**src/rtl/calendar_alarm_table_assert.svh**
```systemverilog
// Assertion macros shared by the alarm table RTL.
`ifndef CALENDAR_ALARM_TABLE_ASSERT_SVH
`define CALENDAR_ALARM_TABLE_ASSERT_SVH

// The condition must hold in every cycle in which the trigger is high.
`define CAT_ASSERT_IMP(lbl, clk, rst_n, trig, cond, msg) \
    lbl: assert property (@(posedge clk) disable iff (!rst_n) (trig) |-> (cond)) \
        else $error(msg);

// The two conditions are never high in the same cycle.
`define CAT_ASSERT_EXCL(lbl, clk, rst_n, a, b, msg) \
    lbl: assert property (@(posedge clk) disable iff (!rst_n) (a) |-> !(b)) \
        else $error(msg);

`endif

```
**src/rtl/cat_pkg.sv**
```systemverilog
`timescale 1ns / 1ps
// ----------------------------------------------------------------------------
// cat_pkg: shared definitions of the calendar alarm table
// Request and response codes, flag bits, the stored entry layout and the
// command and status groups between controller and datapath.
// ----------------------------------------------------------------------------
package cat_pkg;

    localparam int DEF_TABLE_DEPTH = 16;

    localparam int IN_TDATA_W  = 72;
    localparam int IN_TUSER_W  = 2;
    localparam int OUT_TDATA_W = 16;
    localparam int OUT_TUSER_W = 3;

    typedef logic [1:0] t_req;
    typedef logic [2:0] t_kind;

    localparam t_req REQ_TICK = 2'd0;
    localparam t_req REQ_ADD  = 2'd1;
    localparam t_req REQ_DEL  = 2'd2;

    localparam t_kind KIND_FIRED     = 3'd0;
    localparam t_kind KIND_ADDED     = 3'd1;
    localparam t_kind KIND_FULL      = 3'd2;
    localparam t_kind KIND_DELETED   = 3'd3;
    localparam t_kind KIND_NOT_FOUND = 3'd4;
    localparam t_kind KIND_TICK_DONE = 3'd5;

    localparam int FLAG_ENABLED = 0;
    localparam int FLAG_ONESHOT = 1;
    localparam int FLAG_USER    = 2;
    localparam int WILDCARD_BIT = 7;

    typedef struct packed {
        logic [15:0] id;
        logic [7:0]  week;
        logic [7:0]  hour;
        logic [7:0]  minute;
        logic [7:0]  second;
        logic [2:0]  flags;
    } t_entry;

    typedef struct packed {
        logic  in_ready;
        logic  load;
        logic  start_walk;
        logic  step;
        logic  finish_walk;
        logic  add_write;
        logic  out_load;
        t_kind out_kind;
    } t_cmd;

    typedef struct packed {
        t_req req;
        logic walk_done;
        logic hit;
        logic found;
        logic full;
        logic out_free;
    } t_status;

endpackage

```
**src/rtl/cat_ram.sv**
```systemverilog
`timescale 1ns / 1ps
// ----------------------------------------------------------------------------
// cat_ram: generic single-write, single-read RAM
// One write port and one read port with registered read data.
// ----------------------------------------------------------------------------
module cat_ram #(
    parameter int WIDTH = 8,
    parameter int DEPTH = 16,
    parameter int AW    = (DEPTH > 1) ? $clog2(DEPTH) : 1
) (
    input  logic             i_clk,
    input  logic             i_we,
    input  logic [AW-1:0]    i_waddr,
    input  logic [WIDTH-1:0] i_wdata,
    input  logic [AW-1:0]    i_raddr,
    output logic [WIDTH-1:0] o_rdata
);

    logic [WIDTH-1:0] r_mem [DEPTH];
    logic [WIDTH-1:0] r_rdata;

    always_ff @(posedge i_clk) begin
        if (i_we) begin
            r_mem[i_waddr] <= i_wdata;
        end
        r_rdata <= r_mem[i_raddr];
    end

    assign o_rdata = r_rdata;

endmodule

```
**src/rtl/cat_ctrl.sv**
```systemverilog
`timescale 1ns / 1ps
// ----------------------------------------------------------------------------
// cat_ctrl: sequencer of the calendar alarm table
// Takes one request, dispatches it, walks the table entry by entry for
// ticks and deletes, and schedules every result beat.
// ----------------------------------------------------------------------------
module cat_ctrl (
    input  logic             i_clk,
    input  logic             i_rst_n,
    input  logic             i_in_valid,
    input  cat_pkg::t_status i_status,
    output cat_pkg::t_cmd    o_cmd
);
    import cat_pkg::*;

    localparam logic [2:0] S_IDLE = 3'd0;
    localparam logic [2:0] S_DISP = 3'd1;
    localparam logic [2:0] S_RD   = 3'd2;
    localparam logic [2:0] S_EV   = 3'd3;
    localparam logic [2:0] S_END  = 3'd4;

    logic [2:0] r_state;
    logic [2:0] n_state;
    t_cmd       cmd;

    always_ff @(posedge i_clk) begin
        if (!i_rst_n) begin
            r_state <= S_IDLE;
        end else begin
            r_state <= n_state;
        end
    end

    always_comb begin
        cmd      = '0;
        n_state  = r_state;
        case (r_state)
            S_IDLE: begin
                cmd.in_ready = 1'b1;
                cmd.load     = i_in_valid;
                if (i_in_valid) begin
                    n_state = S_DISP;
                end
            end
            S_DISP: begin
                case (i_status.req)
                    REQ_TICK, REQ_DEL: begin
                        cmd.start_walk = 1'b1;
                        n_state        = S_RD;
                    end
                    REQ_ADD: begin
                        if (i_status.out_free) begin
                            cmd.out_load = 1'b1;
                            if (i_status.full) begin
                                cmd.out_kind = KIND_FULL;
                            end else begin
                                cmd.out_kind  = KIND_ADDED;
                                cmd.add_write = 1'b1;
                            end
                            n_state = S_IDLE;
                        end
                    end
                    default: n_state = S_IDLE;
                endcase
            end
            S_RD: begin
                // The read address is already on the RAM; its data shows next cycle.
                n_state = i_status.walk_done ? S_END : S_EV;
            end
            S_EV: begin
                if (i_status.req == REQ_TICK && i_status.hit) begin
                    if (i_status.out_free) begin
                        cmd.out_load = 1'b1;
                        cmd.out_kind = KIND_FIRED;
                        cmd.step     = 1'b1;
                        n_state      = S_RD;
                    end
                end else begin
                    cmd.step = 1'b1;
                    n_state  = S_RD;
                end
            end
            S_END: begin
                if (i_status.out_free) begin
                    cmd.finish_walk = 1'b1;
                    cmd.out_load    = 1'b1;
                    if (i_status.req == REQ_TICK) begin
                        cmd.out_kind = KIND_TICK_DONE;
                    end else if (i_status.found) begin
                        cmd.out_kind = KIND_DELETED;
                    end else begin
                        cmd.out_kind = KIND_NOT_FOUND;
                    end
                    n_state = S_IDLE;
                end
            end
            default: n_state = S_IDLE;
        endcase
    end

    assign o_cmd = cmd;

endmodule

```
**src/rtl/cat_dp.sv**
```systemverilog
`timescale 1ns / 1ps
// ----------------------------------------------------------------------------
// cat_dp: datapath of the calendar alarm table
// Holds the request register, table pointers, count and id counter, the
// match logic, the in-place compaction writes and the result register.
// ----------------------------------------------------------------------------
module cat_dp #(
    parameter int TABLE_DEPTH = cat_pkg::DEF_TABLE_DEPTH,
    parameter int AW = (TABLE_DEPTH > 1) ? $clog2(TABLE_DEPTH) : 1,
    parameter int CW = $clog2(TABLE_DEPTH + 1)
) (
    input  logic                             i_clk,
    input  logic                             i_rst_n,
    input  cat_pkg::t_cmd                    i_cmd,
    output cat_pkg::t_status                 o_status,
    input  logic [cat_pkg::IN_TDATA_W-1:0]   i_in_tdata,
    input  logic [cat_pkg::IN_TUSER_W-1:0]   i_in_tuser,
    output logic                             o_ram_we,
    output logic [AW-1:0]                    o_ram_waddr,
    output cat_pkg::t_entry                  o_ram_wdata,
    output logic [AW-1:0]                    o_ram_raddr,
    input  cat_pkg::t_entry                  i_ram_rdata,
    output logic                             o_out_valid,
    input  logic                             i_out_ready,
    output logic [cat_pkg::OUT_TDATA_W-1:0]  o_out_tdata,
    output logic [cat_pkg::OUT_TUSER_W-1:0]  o_out_tuser,
    output logic                             o_out_tlast
);
    import cat_pkg::*;

    // Request register, loaded on the accepted input beat.
    logic [IN_TDATA_W-1:0] r_data;
    t_req                  r_req;

    logic [CW-1:0] r_rd;
    logic [CW-1:0] r_wr;
    logic [CW-1:0] r_count;
    logic          r_found;
    logic [15:0]   r_id_ctr;

    logic          r_out_valid;
    logic [15:0]   r_out_id;
    t_kind         r_out_kind;
    logic          r_out_last;

    logic [2:0]  now_wday;
    logic [4:0]  now_hour;
    logic [5:0]  now_min;
    logic [5:0]  now_sec;
    logic [15:0] target;
    logic [15:0] next_id;
    t_entry      e;
    t_entry      new_entry;
    logic        hit;
    logic        del_hit;
    logic        remove;
    logic        keep_write;
    logic        out_free;

    assign now_wday = r_data[2:0];
    assign now_hour = r_data[7:3];
    assign now_min  = r_data[13:8];
    assign now_sec  = r_data[19:14];
    assign target   = r_data[70:55];
    assign next_id  = r_id_ctr + 16'd1;

    assign new_entry.id     = next_id;
    assign new_entry.week   = r_data[27:20];
    assign new_entry.hour   = r_data[35:28];
    assign new_entry.minute = r_data[43:36];
    assign new_entry.second = r_data[51:44];
    assign new_entry.flags  = r_data[54:52];

    assign e = i_ram_rdata;

    assign hit = e.flags[FLAG_ENABLED]
               && (e.week[WILDCARD_BIT] || e.week[now_wday])
               && (e.hour[WILDCARD_BIT] || e.hour == {3'b000, now_hour})
               && (e.minute[WILDCARD_BIT] || e.minute == {2'b00, now_min})
               && (e.second[WILDCARD_BIT] || e.second == {2'b00, now_sec});

    // Only the first qualifying entry goes away on a delete.
    assign del_hit = !r_found && e.flags[FLAG_USER] && e.id == target;

    assign remove = (r_req == REQ_TICK) ? (hit && e.flags[FLAG_ONESHOT]) : del_hit;
    assign keep_write = i_cmd.step && !remove;

    assign o_ram_we    = i_cmd.add_write || keep_write;
    assign o_ram_waddr = i_cmd.add_write ? r_count[AW-1:0] : r_wr[AW-1:0];
    assign o_ram_wdata = i_cmd.add_write ? new_entry : e;
    assign o_ram_raddr = r_rd[AW-1:0];

    assign out_free = !r_out_valid || i_out_ready;

    always_ff @(posedge i_clk) begin
        if (i_cmd.load) begin
            r_data <= i_in_tdata;
            r_req  <= i_in_tuser;
        end
    end

    always_ff @(posedge i_clk) begin
        if (!i_rst_n) begin
            r_rd     <= '0;
            r_wr     <= '0;
            r_count  <= '0;
            r_found  <= 1'b0;
            r_id_ctr <= '0;
        end else begin
            if (i_cmd.start_walk) begin
                r_rd    <= '0;
                r_wr    <= '0;
                r_found <= 1'b0;
            end
            if (i_cmd.step) begin
                r_rd <= r_rd + 1'b1;
                if (!remove) begin
                    r_wr <= r_wr + 1'b1;
                end
                if (r_req == REQ_DEL && del_hit) begin
                    r_found <= 1'b1;
                end
            end
            if (i_cmd.finish_walk) begin
                r_count <= r_wr;
            end
            if (i_cmd.add_write) begin
                r_count  <= r_count + 1'b1;
                r_id_ctr <= next_id;
            end
        end
    end

    always_ff @(posedge i_clk) begin
        if (!i_rst_n) begin
            r_out_valid <= 1'b0;
        end else if (i_cmd.out_load) begin
            r_out_valid <= 1'b1;
        end else if (i_out_ready) begin
            r_out_valid <= 1'b0;
        end
    end

    always_ff @(posedge i_clk) begin
        if (i_cmd.out_load) begin
            r_out_kind <= i_cmd.out_kind;
            r_out_last <= (i_cmd.out_kind != KIND_FIRED);
            case (i_cmd.out_kind)
                KIND_FIRED:   r_out_id <= e.id;
                KIND_ADDED:   r_out_id <= next_id;
                KIND_DELETED: r_out_id <= target;
                default:      r_out_id <= '0;
            endcase
        end
    end

    assign o_status.req       = r_req;
    assign o_status.walk_done = (r_rd == r_count);
    assign o_status.hit       = hit;
    assign o_status.found     = r_found;
    assign o_status.full      = (r_count == CW'(TABLE_DEPTH));
    assign o_status.out_free  = out_free;

    assign o_out_valid = r_out_valid;
    assign o_out_tdata = r_out_id;
    assign o_out_tuser = r_out_kind;
    assign o_out_tlast = r_out_last;

endmodule

```
**src/rtl/calendar_alarm_table.sv**
```systemverilog
`timescale 1ns / 1ps
// ----------------------------------------------------------------------------
// calendar_alarm_table: ordered table of calendar alarms
// Appends alarm entries, fires matching entries on each tick and removes
// fired one-shot entries in place, and deletes user-deletable entries by id.
// ----------------------------------------------------------------------------
//  Channel  Dir  Beat carries
//  s_axis   in   one request: add entry, delete by id, or tick
//  m_axis   out  one result: fired, added, full, deleted, not found, tick done
//
//  Add: the dispatch state loads the result beat once the output is free.
//  Delete and tick: each stored entry takes a read state on the single RAM
//  read port and an evaluate state for the registered data.
//  One request is worked at a time; the next is taken once the last result
//  is in the output register. A stalled output holds the walk in place.
//  Reset clears the entry count and id counter; no clearing pass is needed.
// ----------------------------------------------------------------------------
module calendar_alarm_table #(
    parameter int TABLE_DEPTH = cat_pkg::DEF_TABLE_DEPTH
) (
    input  logic                            i_clk,
    input  logic                            i_rst_n,
    input  logic                            s_axis_tvalid,
    output logic                            s_axis_tready,
    // tdata from bit 0: now_weekday[3], now_hour[5], now_minute[6],
    // now_second[6], match_week[8], match_hour[8], match_minute[8],
    // match_second[8], entry_flags[3], target_id[16], zero pad[1]
    input  logic [cat_pkg::IN_TDATA_W-1:0]  s_axis_tdata,
    // tuser: req_type[2]
    input  logic [cat_pkg::IN_TUSER_W-1:0]  s_axis_tuser,
    output logic                            m_axis_tvalid,
    input  logic                            m_axis_tready,
    // tdata: entry_id[16]
    output logic [cat_pkg::OUT_TDATA_W-1:0] m_axis_tdata,
    // tuser: resp_kind[3]
    output logic [cat_pkg::OUT_TUSER_W-1:0] m_axis_tuser,
    output logic                            m_axis_tlast
);
    import cat_pkg::*;

    localparam int AW = (TABLE_DEPTH > 1) ? $clog2(TABLE_DEPTH) : 1;
    localparam int CW = $clog2(TABLE_DEPTH + 1);

    t_cmd          cmd;
    t_status       status;
    logic          ram_we;
    logic [AW-1:0] ram_waddr;
    logic [AW-1:0] ram_raddr;
    t_entry        ram_wdata;
    t_entry        ram_rdata;

    cat_ctrl u_ctrl (
        .i_clk      (i_clk),
        .i_rst_n    (i_rst_n),
        .i_in_valid (s_axis_tvalid),
        .i_status   (status),
        .o_cmd      (cmd)
    );

    cat_dp #(
        .TABLE_DEPTH (TABLE_DEPTH),
        .AW          (AW),
        .CW          (CW)
    ) u_dp (
        .i_clk       (i_clk),
        .i_rst_n     (i_rst_n),
        .i_cmd       (cmd),
        .o_status    (status),
        .i_in_tdata  (s_axis_tdata),
        .i_in_tuser  (s_axis_tuser),
        .o_ram_we    (ram_we),
        .o_ram_waddr (ram_waddr),
        .o_ram_wdata (ram_wdata),
        .o_ram_raddr (ram_raddr),
        .i_ram_rdata (ram_rdata),
        .o_out_valid (m_axis_tvalid),
        .i_out_ready (m_axis_tready),
        .o_out_tdata (m_axis_tdata),
        .o_out_tuser (m_axis_tuser),
        .o_out_tlast (m_axis_tlast)
    );

    cat_ram #(
        .WIDTH ($bits(t_entry)),
        .DEPTH (TABLE_DEPTH),
        .AW    (AW)
    ) u_ram (
        .i_clk   (i_clk),
        .i_we    (ram_we),
        .i_waddr (ram_waddr),
        .i_wdata (ram_wdata),
        .i_raddr (ram_raddr),
        .o_rdata (ram_rdata)
    );

    assign s_axis_tready = cmd.in_ready;

`include "calendar_alarm_table_assert.svh"

    `CAT_ASSERT_IMP(a_no_result_overwrite, i_clk, i_rst_n, cmd.out_load, status.out_free,
                    "result register overwritten while a beat is pending")
    `CAT_ASSERT_IMP(a_add_not_full, i_clk, i_rst_n, cmd.add_write, !status.full,
                    "entry appended to a full table")
    `CAT_ASSERT_EXCL(a_no_walk_on_accept, i_clk, i_rst_n, cmd.in_ready, cmd.step,
                     "table walk running while requests are accepted")
    `CAT_ASSERT_EXCL(a_step_in_range, i_clk, i_rst_n, cmd.step, status.walk_done,
                     "walk stepped past the last entry")

endmodule

```
**config.mk**
```make
export PLATFORM = sky130hd
export DESIGN_NAME = calendar_alarm_table
export DESIGN_NICKNAME = d
export VERILOG_FILES = /design/src/rtl/cat_pkg.sv /design/src/rtl/cat_ram.sv /design/src/rtl/cat_ctrl.sv /design/src/rtl/cat_dp.sv /design/src/rtl/calendar_alarm_table.sv
export VERILOG_INCLUDE_DIRS = /design/src /design/src/rtl
export SDC_FILE = /design/constraint.sdc
export NUM_CORES = 1
export LEC_CHECK = 0
export BUFFER_PORTS_ARGS = -buffer_cell sky130_fd_sc_hd__buf_2
export CAP_MARGIN = 5
export CORE_MARGIN = 4
export CORE_UTILIZATION = 56
export CTS_CLUSTER_SIZE = 40
export DETAILED_ROUTE_END_ITERATION = 10
export PLACE_DENSITY = 0.76
export SLEW_MARGIN = 25
export SYNTH_ARGS = -nofsm -noshare
export SYNTH_HDL_FRONTEND = slang
export SYNTH_HIERARCHICAL = 1
export SYNTH_SLANG_ARGS = --single-unit
```
**constraint.sdc**
```tcl
create_clock -name i_clk -period 6.9 [get_ports i_clk]
set_clock_uncertainty 0.15 [all_clocks]
set_input_delay 0.69 -clock i_clk [delete_from_list [all_inputs] [get_ports i_clk]]
set_output_delay 0.69 -clock i_clk [all_outputs]
set_load 0.02 [all_outputs]
```
Word level (Yosys, flattened, before mapping)
Memories as Yosys holds them, arrays and structs flattened. A register that Yosys moved wholly into a read port is not among the register bits. Index checks and enable logic that the tools add are counted.

Memory bits (writable): 816. Flip-flop bits (word level): 129. Bits of input ports: 78. Word-level logic and storage cells: 107. Output and inout bits: 22. Memories: 1.

Memories: u_ram.r_mem (words 16, width 51, rd ports 1, clocked after Yosys merged registers in 1, write ports 1, RTL line cat_ram.sv:19) `logic [WIDTH-1:0] r_mem [DEPTH];`.

Magnitude comparators: 1. Reductions and logical operators: 28. Multiplexer cells: 45. Equal/unequal tests: 16. Add/sub/neg operators: 4.

Operators with widths (count): $mux 51 (1); $pmux 16 s3 (1); $mux 5 (9); $mux 3 (7); $mux 1 (17); $add 16x1->16 const B (1); $eq 16x16->1 (1); $eq 8x6->1 (2); $mux 4 (4); $add 5x1->5 const B (3); $pmux 3 s5 (1); $pmux 4 s3 (1); $logic_and 1x1->1 (10); $eq 3x2->1 const B (3); $eq 8x5->1 (1); $eq 3x1->1 const B (2); $logic_not 3->1 (2); $logic_or 1x1->1 (6); $pmux 3 s2 (1); $reduce_bool 2->1 (3); $eq 5x5->1 (1); $eq 5x5->1 const B (1); $lt 3x4->1 const B (1); $mux 2 (2); other kinds (11) (13).

Logic depth before layout (Yosys ltp)
Gate-level depths: netlist (run 1).

Depth in word-level cells: 14. Mapped depth: 14. Gate-level depth less buffers: 11.

Modules after synthesis
The synthesis (run 1) kept the hierarchy.

Modules (own cells, without submodules): cat_ram (cells each 1320, instances 1, area each 31611.6 µm², sequential area each 25524.5 µm²); cat_dp (cells each 533, instances 1, area each 6122.1 µm², sequential area each 3453.3 µm²); cat_ctrl (cells each 38, instances 1, area each 309.0 µm², sequential area each 60.1 µm²).

Least setup slack after synthesis (run 1)
No wires, ideal clock.

Path type: reg-to-reg. From: register u_dp.r_data[1]. To: memory u_ram/r_mem[0][0] (netlist name), enable pin. Arrival: 6.635 ns. Buffers on the path: 3. Slack: -0.408 ns. Setup time: 0.522 ns. Cell stages (with the launch flop): 15. Cell sequence: edfxtp_1 -> mux4_2 -> or2_1 -> a21oi_2 -> nor4_4 -> buf_4 -> a31oi_1 -> clkbuf_1 -> inv_1 -> a31o_2 -> a31oi_2 -> buf_6 -> or2_2 -> or3b_2 -> nor3_1.

RTL lines: start, declared (RTL line cat_dp.sv:32) `logic [IN_TDATA_W-1:0] r_data;`; start signal, assigned (RTL line cat_dp.sv:97) `r_data <= i_in_tdata;`; end, declared (RTL line cat_ram.sv:19).

==> impl_metrics.json, run 1 <==
{
  "status": "finished clean",
  "drt.antenna.violating_nets": 0,
  "hold_path_class": "primary input to flip-flop",
  "startpoint_type": "flip-flop",
  "worstMarginPinSlew_ps": 1020,
  "total_power_mw": 12.2,
  "peakVddDrop_mv": 0.187,
  "synth.mux.area_fraction_pct": 13.5,
  "postPlaceCellArea_um2": 39600,
  "die_width_um": 269,
  "setup_tns_ps": 0,
  "utilization_pct": 63.7,
  "fp.dieArea_um2": 72200,
  "via_count": 18700,
  "setup_viol": 0,
  "drt-pass1-iter-count": 5,
  "synth_compound_area_share_pct": 3.48,
  "finalMaxSlewViolations": 0,
  "stdcell_area_um2": 42900,
  "synth_top_family_by_area": "multiplexers",
  "drc": 0,
  "track_usage_pct": 22.6,
  "die_y_um": 269,
  "rr_worst_depth": 12,
  "power_frac_seq_pct": 54.6,
  "ys_seq_area_share_pct": 76.3,
  "grt_max_degree": 110,
  "fin_crit_ps": 5460,
  "p_int_mw": 9.82,
  "synth_edf_count": 909,
  "coreArea_um2": 67300,
  "areaGrowthSynthToFinish_pct": 12.7,
  "grt_pass1_vias": 19300,
  "initial_core_util_pct": 56.5,
  "synthArstFlopShare_pct": 0,
  "row_count": 95,
  "place.gp.congestion": 0.781,
  "synth_nets": 1974,
  "post-place-ws_ps": 1500,
  "final_cell_mix": "909 x edfxtp_1, 205 x mux4_2, 103 x a22oi_1, 100 x clkbuf_16, 98 x buf_2",
  "p_per_area_nw_per_um2": 285,
  "p_sw_share_pct": 19.7,
  "drive_gt1_share_pct": 27.4,
  "synth_ff_type": "edfxtp_1",
  "post-place-cells": 2790,
  "final_common_cell": "edfxtp_1",
  "finalNonFillerCells": 2975,
  "cts_resized": 0,
  "grt_pass1_wl_mm": 121,
  "share_comb_of_total_power_pct": 2.3,
  "worst-path-max-fanout": 51,
  "synth-xor-area-share_pct": 1.54,
  "setup_ws_ps": 1440,
  "cts_sinks": 996,
  "gr-total-overflow": 0,
  "cts_root_buffer": "clkbuf_16",
  "netlist_area_um2": 38000,
  "syn_inst": 1891,
  "postCtsSetupBuffers": 0,
  "whs_ps": 64.1,
  "syn_area_per_cell_um2": 20.1,
  "wl_per_cell_um": 26.9,
  "cap_violations": 0,
  "clockBufferDepth": 3,
  "hold_path_depth": 1,
  "synth_cell_types": 57,
  "synthAdderAreaFrac_pct": 0.164,
  "cts_buffers": 97,
  "p_sw_mw": 2.42,
  "rsz0062_at_grt": "no",
  "num-nets-final": 2100,
  "p_leak_nw": 13.4,
  "post-route-period-util_pct": 79.2,
  "cp_slowest_stage_delay_ps": 730,
  "hold_buffers": 0,
  "avgViaCountPerCell": 6.30,
  "worstPathRequired_ps": 7000,
  "critPathArrivalTime_ps": 5570,
  "synth-seq-cells": 996,
  "path_class": "flip-flop to flip-flop",
  "antenna_found_initial": 2,
  "cp_slowest_cell": "buf_4",
  "path_cells": "mux4_2, or2_1, a21oi_2, nor4_4, a31oi_1, inv_1, a31o_2, a31oi_2, or2_2, or3b_2, nor3_4, buf_4",
  "diodes": 0,
  "pin_count": 100,
  "max_freq_mhz": 183,
  "hold_viol_final": 0,
  "htreeDepth": 3,
  "clk_pin_slew_ps": 60,
  "clkPwrFrac_pct": 43.1,
  "cts_tree": "built",
  "drtIter0Drc": 2170,
  "relSlewSlack_pct": 32.1,
  "yosys.area_share.simple_pct": 3.27,
  "wl_mm": 80.1,
  "io_buffers": 98,
  "insertion_delay_ps": 650,
  "dp_hpwl_mm": 41.2,
  "cp-end-kind": "flip-flop",
  "yosysWarnings": 6
}
[layout make-up]
class	count	area [µm²]
tap	873	1090
clock buffer	135	2680
multi-input combinational	770	8560
sequential	996	29000
fill	4323	24400
timing repair buffer	137	916
inverter	15	56.3
clock inverter	49	527
[routing by layer]
layer	vias up	global-route usage, %	wire [µm]
li1	7946	-	-
met1	9769	31.9	31800
met2	872	36.5	39700
met3	148	3.78	6340
met4	2	7.74	2330
met5	-	0	7
[synth_stat cells (2+ instances only)]
master	count	area, µm²
a211oi_1	18	135
a21oi_1	41	205
a22oi_1	103	773
a31o_2	2	17.5
a31oi_1	7	43.8
a41oi_1	3	26.3
and2_1	4	25.0
and3_1	4	25.0
buf_1	9	33.8
buf_2	15	75.1
buf_4	13	97.6
buf_6	15	169
clkbuf_1	57	214
dfxtp_1	87	1740
edfxtp_1	909	27300
ha_1	5	62.6
inv_1	14	52.6
mux2_2	39	439
mux2i_1	7	70.1
mux4_2	205	4620
nand2_1	71	267
nand2b_1	5	31.3
nand3_1	15	75.1
nand3b_1	8	60.1
nand4_1	10	62.6
nor2_1	93	349
nor2b_1	5	31.3
nor3_1	9	45.0
nor3b_1	5	37.5
nor4_1	3	18.8
nor4b_1	3	26.3
o21ai_0	11	55.1
o21ai_1	2	10.0
or3_1	3	18.8
or3b_2	4	35.0
xnor2_1	37	324
xor2_1	30	263
[final timing paths]
path | startpoint | endpoint | slack, ps
max reg2reg | u_dp/r_data[1] | u_ram/r_mem[0][31] | 1440
min | s_axis_tdata[52] | u_dp/r_data[52] | 60
min reg2reg | u_dp/r_found | u_dp/r_found | 360
max | u_dp/r_data[1] | u_ram/r_mem[0][31] | 1440
[kinds of logic after synthesis]
logic type / after synthesis
buffers and inverters: 125
AOI/OAI and AO/OA: 193
adders and majority gates: 5
and+or+nand+nor: 254
DFF: 996
muxes: 251
xor gates and xnor gates: 67
[power by group through the flow]
stage | clock network [mW] | logic (mW) | registers [mW]
after global placement | 0 | 0.262 | 6.81
after global routing | 5.63 | 0.308 | 6.69
after CTS | 5.36 | 0.279 | 6.69
final | 5.27 | 0.279 | 6.69
after floorplan | 0 | 0.174 | 6.80
after detailed placement | 0 | 0.276 | 6.81
[worst max-delay path: cells and delay by family (launching register included)]
| family | cells | cell delay (ps) |
|---|---|---|
| compound gates | 4 | 1660 |
| simple gates | 5 | 1360 |
| buf+inv | 2 | 940 |
| mux | 1 | 510 |
| flops | 1 | 420 |
[flip-flops by register name (all words and copies together) (netlist names), 2 cells and up]
register and count:
u_dp/r_count 5, u_dp/r_rd 5, u_ctrl/r_state 3, u_ram/o_rdata 51, u_dp/o_out_tuser 3, u_dp/r_id_ctr 16
u_ram/r_mem 816, u_dp/o_out_tdata 16, u_dp/r_data 71, u_dp/r_req 2, u_dp/r_wr 5
(Power assumes the default switching activity.)
==> run 2, diff against run 1 <==
--- a/config.mk
+++ b/config.mk
@@ -9,10 +9,10 @@
 export BUFFER_PORTS_ARGS = -buffer_cell sky130_fd_sc_hd__buf_2
 export CAP_MARGIN = 5
 export CORE_MARGIN = 4
-export CORE_UTILIZATION = 56
+export CORE_UTILIZATION = 62
 export CTS_CLUSTER_SIZE = 40
 export DETAILED_ROUTE_END_ITERATION = 10
-export PLACE_DENSITY = 0.76
+export PLACE_DENSITY = 0.79
 export SLEW_MARGIN = 25
 export SYNTH_ARGS = -nofsm -noshare
 export SYNTH_HDL_FRONTEND = slang
==> constraint.sdc (replaced) <==
create_clock -name i_clk -period 5.4 [get_ports i_clk]
set_clock_uncertainty 0.15 [all_clocks]
set_input_delay 0.54 -clock i_clk [delete_from_list [all_inputs] [get_ports i_clk]]
set_output_delay 0.54 -clock i_clk [all_outputs]
set_load 0.02 [all_outputs]
==> impl_metrics.json, run 2 (synthesis results as in run 1) <==
{
  "gr-total-overflow": 0,
  "diodes": 0,
  "path_cells": "mux4_2, or2_1, a21oi_2, nor4_4, a31oi_1, inv_1, a31o_2, a31oi_2, or2_2, nand3b_1, nor2_4, buf_12",
  "final_cell_mix": "909 x edfxtp_1, 205 x mux4_2, 103 x a22oi_1, 99 x buf_2, 96 x clkbuf_16",
  "cap_violations": 0,
  "drc": 0,
  "startpoint_type": "flip-flop",
  "coreArea_um2": 60600,
  "utilization_pct": 72.0,
  "dp_hpwl_mm": 42.7,
  "post-place-ws_ps": 407,
  "worstMarginPinSlew_ps": 1050,
  "cts_resized": 0,
  "fin_crit_ps": 5020,
  "initial_core_util_pct": 62.8,
  "cts_buffers": 95,
  "worst-path-max-fanout": 29,
  "clockBufferDepth": 3,
  "setup_viol": 0,
  "crit-reg2reg-launch": "u_dp/r_data[1]",
  "hold_viol_final": 0,
  "drtIter0Drc": 2351,
  "htreeDepth": 3,
  "path_class": "flip-flop to flip-flop",
  "setup_ws_ps": 383,
  "wl_mm": 84.2,
  "via_count": 19400,
  "grt_max_degree": 71,
  "stdcell_area_um2": 43600,
  "clk_pin_slew_ps": 60,
  "io_buffers": 98,
  "post-route-period-util_pct": 92.9,
  "cp-startpoint": "u_dp/r_data[1]",
  "cp_slowest_cell": "nor2_4",
  "postCtsSetupBuffers": 0,
  "status": "finished clean",
  "ff2ff_setup_slack_ps": 380,
  "row_count": 90,
  "num-nets-final": 2177,
  "finalMaxSlewViolations": 0,
  "cp-end-kind": "flip-flop",
  "largest_reg_flops": 816,
  "hold_buffers": 73,
  "die_width_um": 256,
  "die_y_um": 256,
  "nFillCells": 3370,
  "postPlaceCellArea_um2": 39600,
  "cts_root_buffer": "clkbuf_16",
  "rr_worst_depth": 12,
  "cp_slowest_stage_delay_ps": 910,
  "drive_gt1_share_pct": 27.5,
  "final_common_cell": "edfxtp_1",
  "place.gp.congestion": 0.783,
  "track_usage_pct": 25.9,
  "worstPathRequired_ps": 5560,
  "hold_path_class": "primary input to flip-flop",
  "relSlewSlack_pct": 30.1,
  "setup_tns_ps": 0,
  "fp.dieArea_um2": 65400,
  "largest_register": "u_ram/r_mem",
  "cts_sinks": 996,
  "drt.antenna.violating_nets": 0,
  "p_per_area_nw_per_um2": 359,
  "insertion_delay_ps": 650,
  "peakVddDrop_mv": 0.308,
  "pin_count": 100,
  "max_freq_mhz": 199,
  "cts_tree": "built",
  "grt_pass1_wl_mm": 127,
  "rsz0062_at_grt": "no",
  "grt_pass1_vias": 20100,
  "wl_per_cell_um": 28.5,
  "rr_endpoint": "u_ram/r_mem[11][29]",
  "drt-pass1-iter-count": 7,
  "antenna_found_initial": 0,
  "p_leak_nw": 13.8,
  "critPathArrivalTime_ps": 5180,
  "areaGrowthSynthToFinish_pct": 14.6,
  "avgViaCountPerCell": 6.55,
  "crit_end": "u_ram/r_mem[11][29]"
}
==> run 2: changes by cell type in the layout (fill, tap and decap cells not counted), sizes merged <==
cell | previous run | this run
clkinvlp | 5 | 6
clkinv | 32 | 44
clkbuf | 135 | 118
dlygate4sd3 | 0 | 73
buf | 137 | 143
inv | 18 | 15
==> run 2: power breakdown <==
| part | internal, mW | switching (mW) | leakage [nW] |
|---|---|---|---|
| clock | 3.87 | 2.83 | 1.57 |
| sequential | 8.49 | 0.0510 | 8.95 |
| combinational | 0.160 | 0.242 | 3.29 |
==> run 2: layer usage <==
layer	track usage (%)	wire length, µm	up-vias
li1	-	-	8101
met4	7.95	2400	0
met5	0	0	-
met2	42.8	42400	1053
met1	35.9	32000	10000
met3	5.04	7370	175
==> run 2: critical path: cells and delay by family (launching register included) <==
family	cells	cell delay [ps]
flip-flops	1	390
buffers and inverters	2	510
multiplexers	1	500
AND/OR/NAND/NOR	5	1760
AO/OA/AOI/OAI	4	1330
==> run 2: through the flow <==
step,hold WS [ps],power [mW],cells
finish,85.2,15.6,2956
global route,77.9,16.1,2956
CTS,50.6,15.7,2956
detailed placement,352,9.06,2706
global placement,338,9.04,2703
floorplan,310,8.91,1891
==> run 2: worst min path at each step <==
stage	start	to	slack, ps	cells after the start
floorplan	u_dp/r_found	u_dp/r_found	310	2
global placement	u_dp/r_id_ctr[1]	u_dp/r_id_ctr[1]	340	2
detailed placement	u_dp/r_id_ctr[1]	u_dp/r_id_ctr[1]	350	2
CTS	i_rst_n	u_dp/r_id_ctr[7]	50	3
global route	i_rst_n	u_dp/r_id_ctr[7]	80	3
finish	i_rst_n	u_dp/r_id_ctr[7]	90	3
==> run 2: layout make-up <==
class | count | area (µm²) | share of cell area, %
clock buffers | 118 | 2610 | 5.98
clock inverters | 59 | 568 | 1.30
inverters | 15 | 56.3 | 0.129
multi-input cells | 770 | 8560 | 19.6
flip-flops and latches | 996 | 29000 | 66.6
well taps | 782 | 978 | 2.24
repair buffers | 216 | 1780 | 4.08
==> run 3, diff against run 2 <==
--- a/config.mk
+++ b/config.mk
@@ -8,11 +8,12 @@
 export LEC_CHECK = 0
 export BUFFER_PORTS_ARGS = -buffer_cell sky130_fd_sc_hd__buf_2
 export CAP_MARGIN = 5
+export CORE_ASPECT_RATIO = 1.5
 export CORE_MARGIN = 4
 export CORE_UTILIZATION = 62
 export CTS_CLUSTER_SIZE = 40
 export DETAILED_ROUTE_END_ITERATION = 10
-export PLACE_DENSITY = 0.79
+export PLACE_DENSITY = 0.76
 export SLEW_MARGIN = 25
 export SYNTH_ARGS = -nofsm -noshare
 export SYNTH_HDL_FRONTEND = slang
==> impl_metrics.json, run 3 (synthesis results as in run 1) <==
{
  "status": "finished clean",
  "total_power_mw": 15.1,
  "io_buffers": 98,
  "row_count": 111,
  "antenna_found_initial": 1,
  "postPlaceCellArea_um2": 39700,
  "p_int_mw": 12.1,
  "p_sw_mw": 2.99,
  "finalMaxSlewViolations": 0,
  "die_y_um": 311,
  "wl_mm": 82.1,
  "drt.antenna.violating_nets": 0,
  "critPathArrivalTime_ps": 5060,
  "rr_worst_depth": 12,
  "cp-end-kind": "flip-flop",
  "max_freq_mhz": 204,
  "ff2ff_setup_slack_ps": 490,
  "insertion_delay_ps": 640,
  "postCtsSetupBuffers": 0,
  "p_sw_share_pct": 19.8,
  "hold_viol_final": 0,
  "path_class": "flip-flop to flip-flop",
  "finalNonFillerCells": 2953,
  "worst-path-max-fanout": 14,
  "final_cell_mix": "909 x edfxtp_1, 205 x mux4_2, 103 x a22oi_1, 98 x buf_2, 91 x clkbuf_16",
  "cp_slowest_cell": "a31oi_1",
  "grt_max_degree": 86,
  "grt_pass1_vias": 20000,
  "hold_path_class": "primary input to flip-flop",
  "largest_reg_flops": 816,
  "track_usage_pct": 25.4,
  "clk_pin_slew_ps": 60,
  "grt_pass1_wl_mm": 125,
  "avgViaCountPerCell": 6.46,
  "wl_per_cell_um": 27.8,
  "rsz0062_at_grt": "no",
  "clockBufferDepth": 3,
  "post-place-cells": 2716,
  "drt-pass1-iter-count": 5,
  "cp_slowest_stage_delay_ps": 590,
  "worstMarginPinSlew_ps": 989,
  "worstPathRequired_ps": 5560,
  "drc": 0,
  "peakVddDrop_mv": 0.286,
  "rr_endpoint": "u_ram/r_mem[1][42]",
  "startpoint_type": "flip-flop",
  "num-nets-final": 2171,
  "cts_sinks": 996,
  "via_count": 19100,
  "cp_top_family": "simple AND/OR/NAND/NOR gates",
  "drtIter0Drc": 2260,
  "diodes": 0,
  "place.gp.congestion": 0.802,
  "relSlewSlack_pct": 33.9,
  "stdcell_area_um2": 43400,
  "htreeDepth": 3,
  "cap_violations": 0,
  "final_common_cell": "edfxtp_1",
  "hold_buffers": 73,
  "fp.dieArea_um2": 65500,
  "worst-path-buf-inv": 2,
  "share_comb_of_total_power_pct": 2.6,
  "cts_resized": 0,
  "fin_crit_ps": 4910,
  "setup_viol": 0,
  "p_leak_nw": 13.6,
  "drive_gt1_share_pct": 26.8,
  "gr-total-overflow": 0,
  "largest_register": "u_ram/r_mem",
  "cp-startpoint": "u_dp/r_data[1]",
  "die_width_um": 210,
  "cts_tree": "built",
  "clkPwrFrac_pct": 41.0,
  "dp_hpwl_mm": 42.8,
  "p_per_area_nw_per_um2": 349,
  "coreArea_um2": 61000,
  "path_cells": "mux4_2, or2_1, a21oi_2, nor4_4, a31oi_1, inv_1, a31o_2, a31oi_2, or2_2, or3b_2, nor2_4, buf_4",
  "pin_count": 100,
  "areaGrowthSynthToFinish_pct": 14.0,
  "post-route-period-util_pct": 90.9,
  "path_depth": 12,
  "cts_buffers": 88,
  "initial_core_util_pct": 62.4,
  "power_frac_seq_pct": 56.4,
  "cts_root_buffer": "clkbuf_16",
  "crit_end": "u_ram/r_mem[1][42]",
  "crit-reg2reg-launch": "u_dp/r_data[1]"
}
[run 3: cell types whose count changed in the layout (fill, tap and decap cells not counted), moves of 2 or more]
cell        before  now
a21oi_2         12   14
inv_6            1    4
clkbuf_8        12    7
clkinv_2        27   20
bufinv_16        9    6
clkinvlp_4       6    8
clkbuf_16       96   91
clkbuf_1        10   22
buf_12          16   23
clkinv_4         4    1
buf_4           27   23
a21oi_1         30   28
clkinv_1        12    7
[run 3: worst min-delay path by stage]
stage                      from           endpoint  slack [ps]  cells after the start
2_1_floorplan      u_dp/r_found       u_dp/r_found         310                      2
3_3_place_gp   u_dp/r_id_ctr[1]   u_dp/r_id_ctr[1]         340                      2
3_5_place_dp   u_dp/r_id_ctr[1]   u_dp/r_id_ctr[1]         350                      2
4_1_cts                 i_rst_n   u_dp/r_id_ctr[6]          70                      3
5_1_grt                 i_rst_n  u_ctrl/r_state[1]         120                      2
6_report                i_rst_n   u_dp/r_id_ctr[6]         110                      3
[run 3: routing by layer]
| metal | share of wire [%] | track usage, % |
|---|---|---|
| met2 | 54 | 44.5 |
| met3 | 7.0 | 3.90 |
| met4 | 2.7 | 7.79 |
| met1 | 36 | 33.2 |
| met5 | 0 | 0 |
[run 3: worst register-to-register path, stage by stage, from the launching register on]
cell,delay (ps)
edfxtp_1,400
mux4_2,520
or2_1,230
a21oi_2,390
nor4_4,160
a31oi_1,590
inv_1,190
a31o_2,260
a31oi_2,220
or2_2,190
or3b_2,580
nor2_4,330
buf_4,330
[run 3: final cells by class]
cell class,instances,area (µm²)
clock buffer,120,2460
clock inverter,44,403
fill,3464,17600
inverter,15,56.3
multi-input combinational,770,8570
sequential,996,29000
tap,791,990
timing repair buffer,217,1850
[run 3: through the flow]
step,hold slack [ps],utilization (%),setup slack [ps],TNS (ps)
after detailed placement,353,65.2,509,0
after CTS,74.5,71.1,487,0
final,107,71.1,494,0
after global routing,123,71.1,259,0
after global placement,339,65.2,543,0
after floorplan,310,-,-524,-97940
[run 3: power groups by stage]
| stage | registers (mW) | logic [mW] | clock network (mW) |
|---|---|---|---|
| after global routing | 8.54 | 0.434 | 6.66 |
| final | 8.54 | 0.397 | 6.20 |
| after floorplan | 8.69 | 0.223 | 0 |
| after CTS | 8.54 | 0.397 | 6.31 |
| after global placement | 8.70 | 0.334 | 0 |
| after detailed placement | 8.70 | 0.353 | 0 |
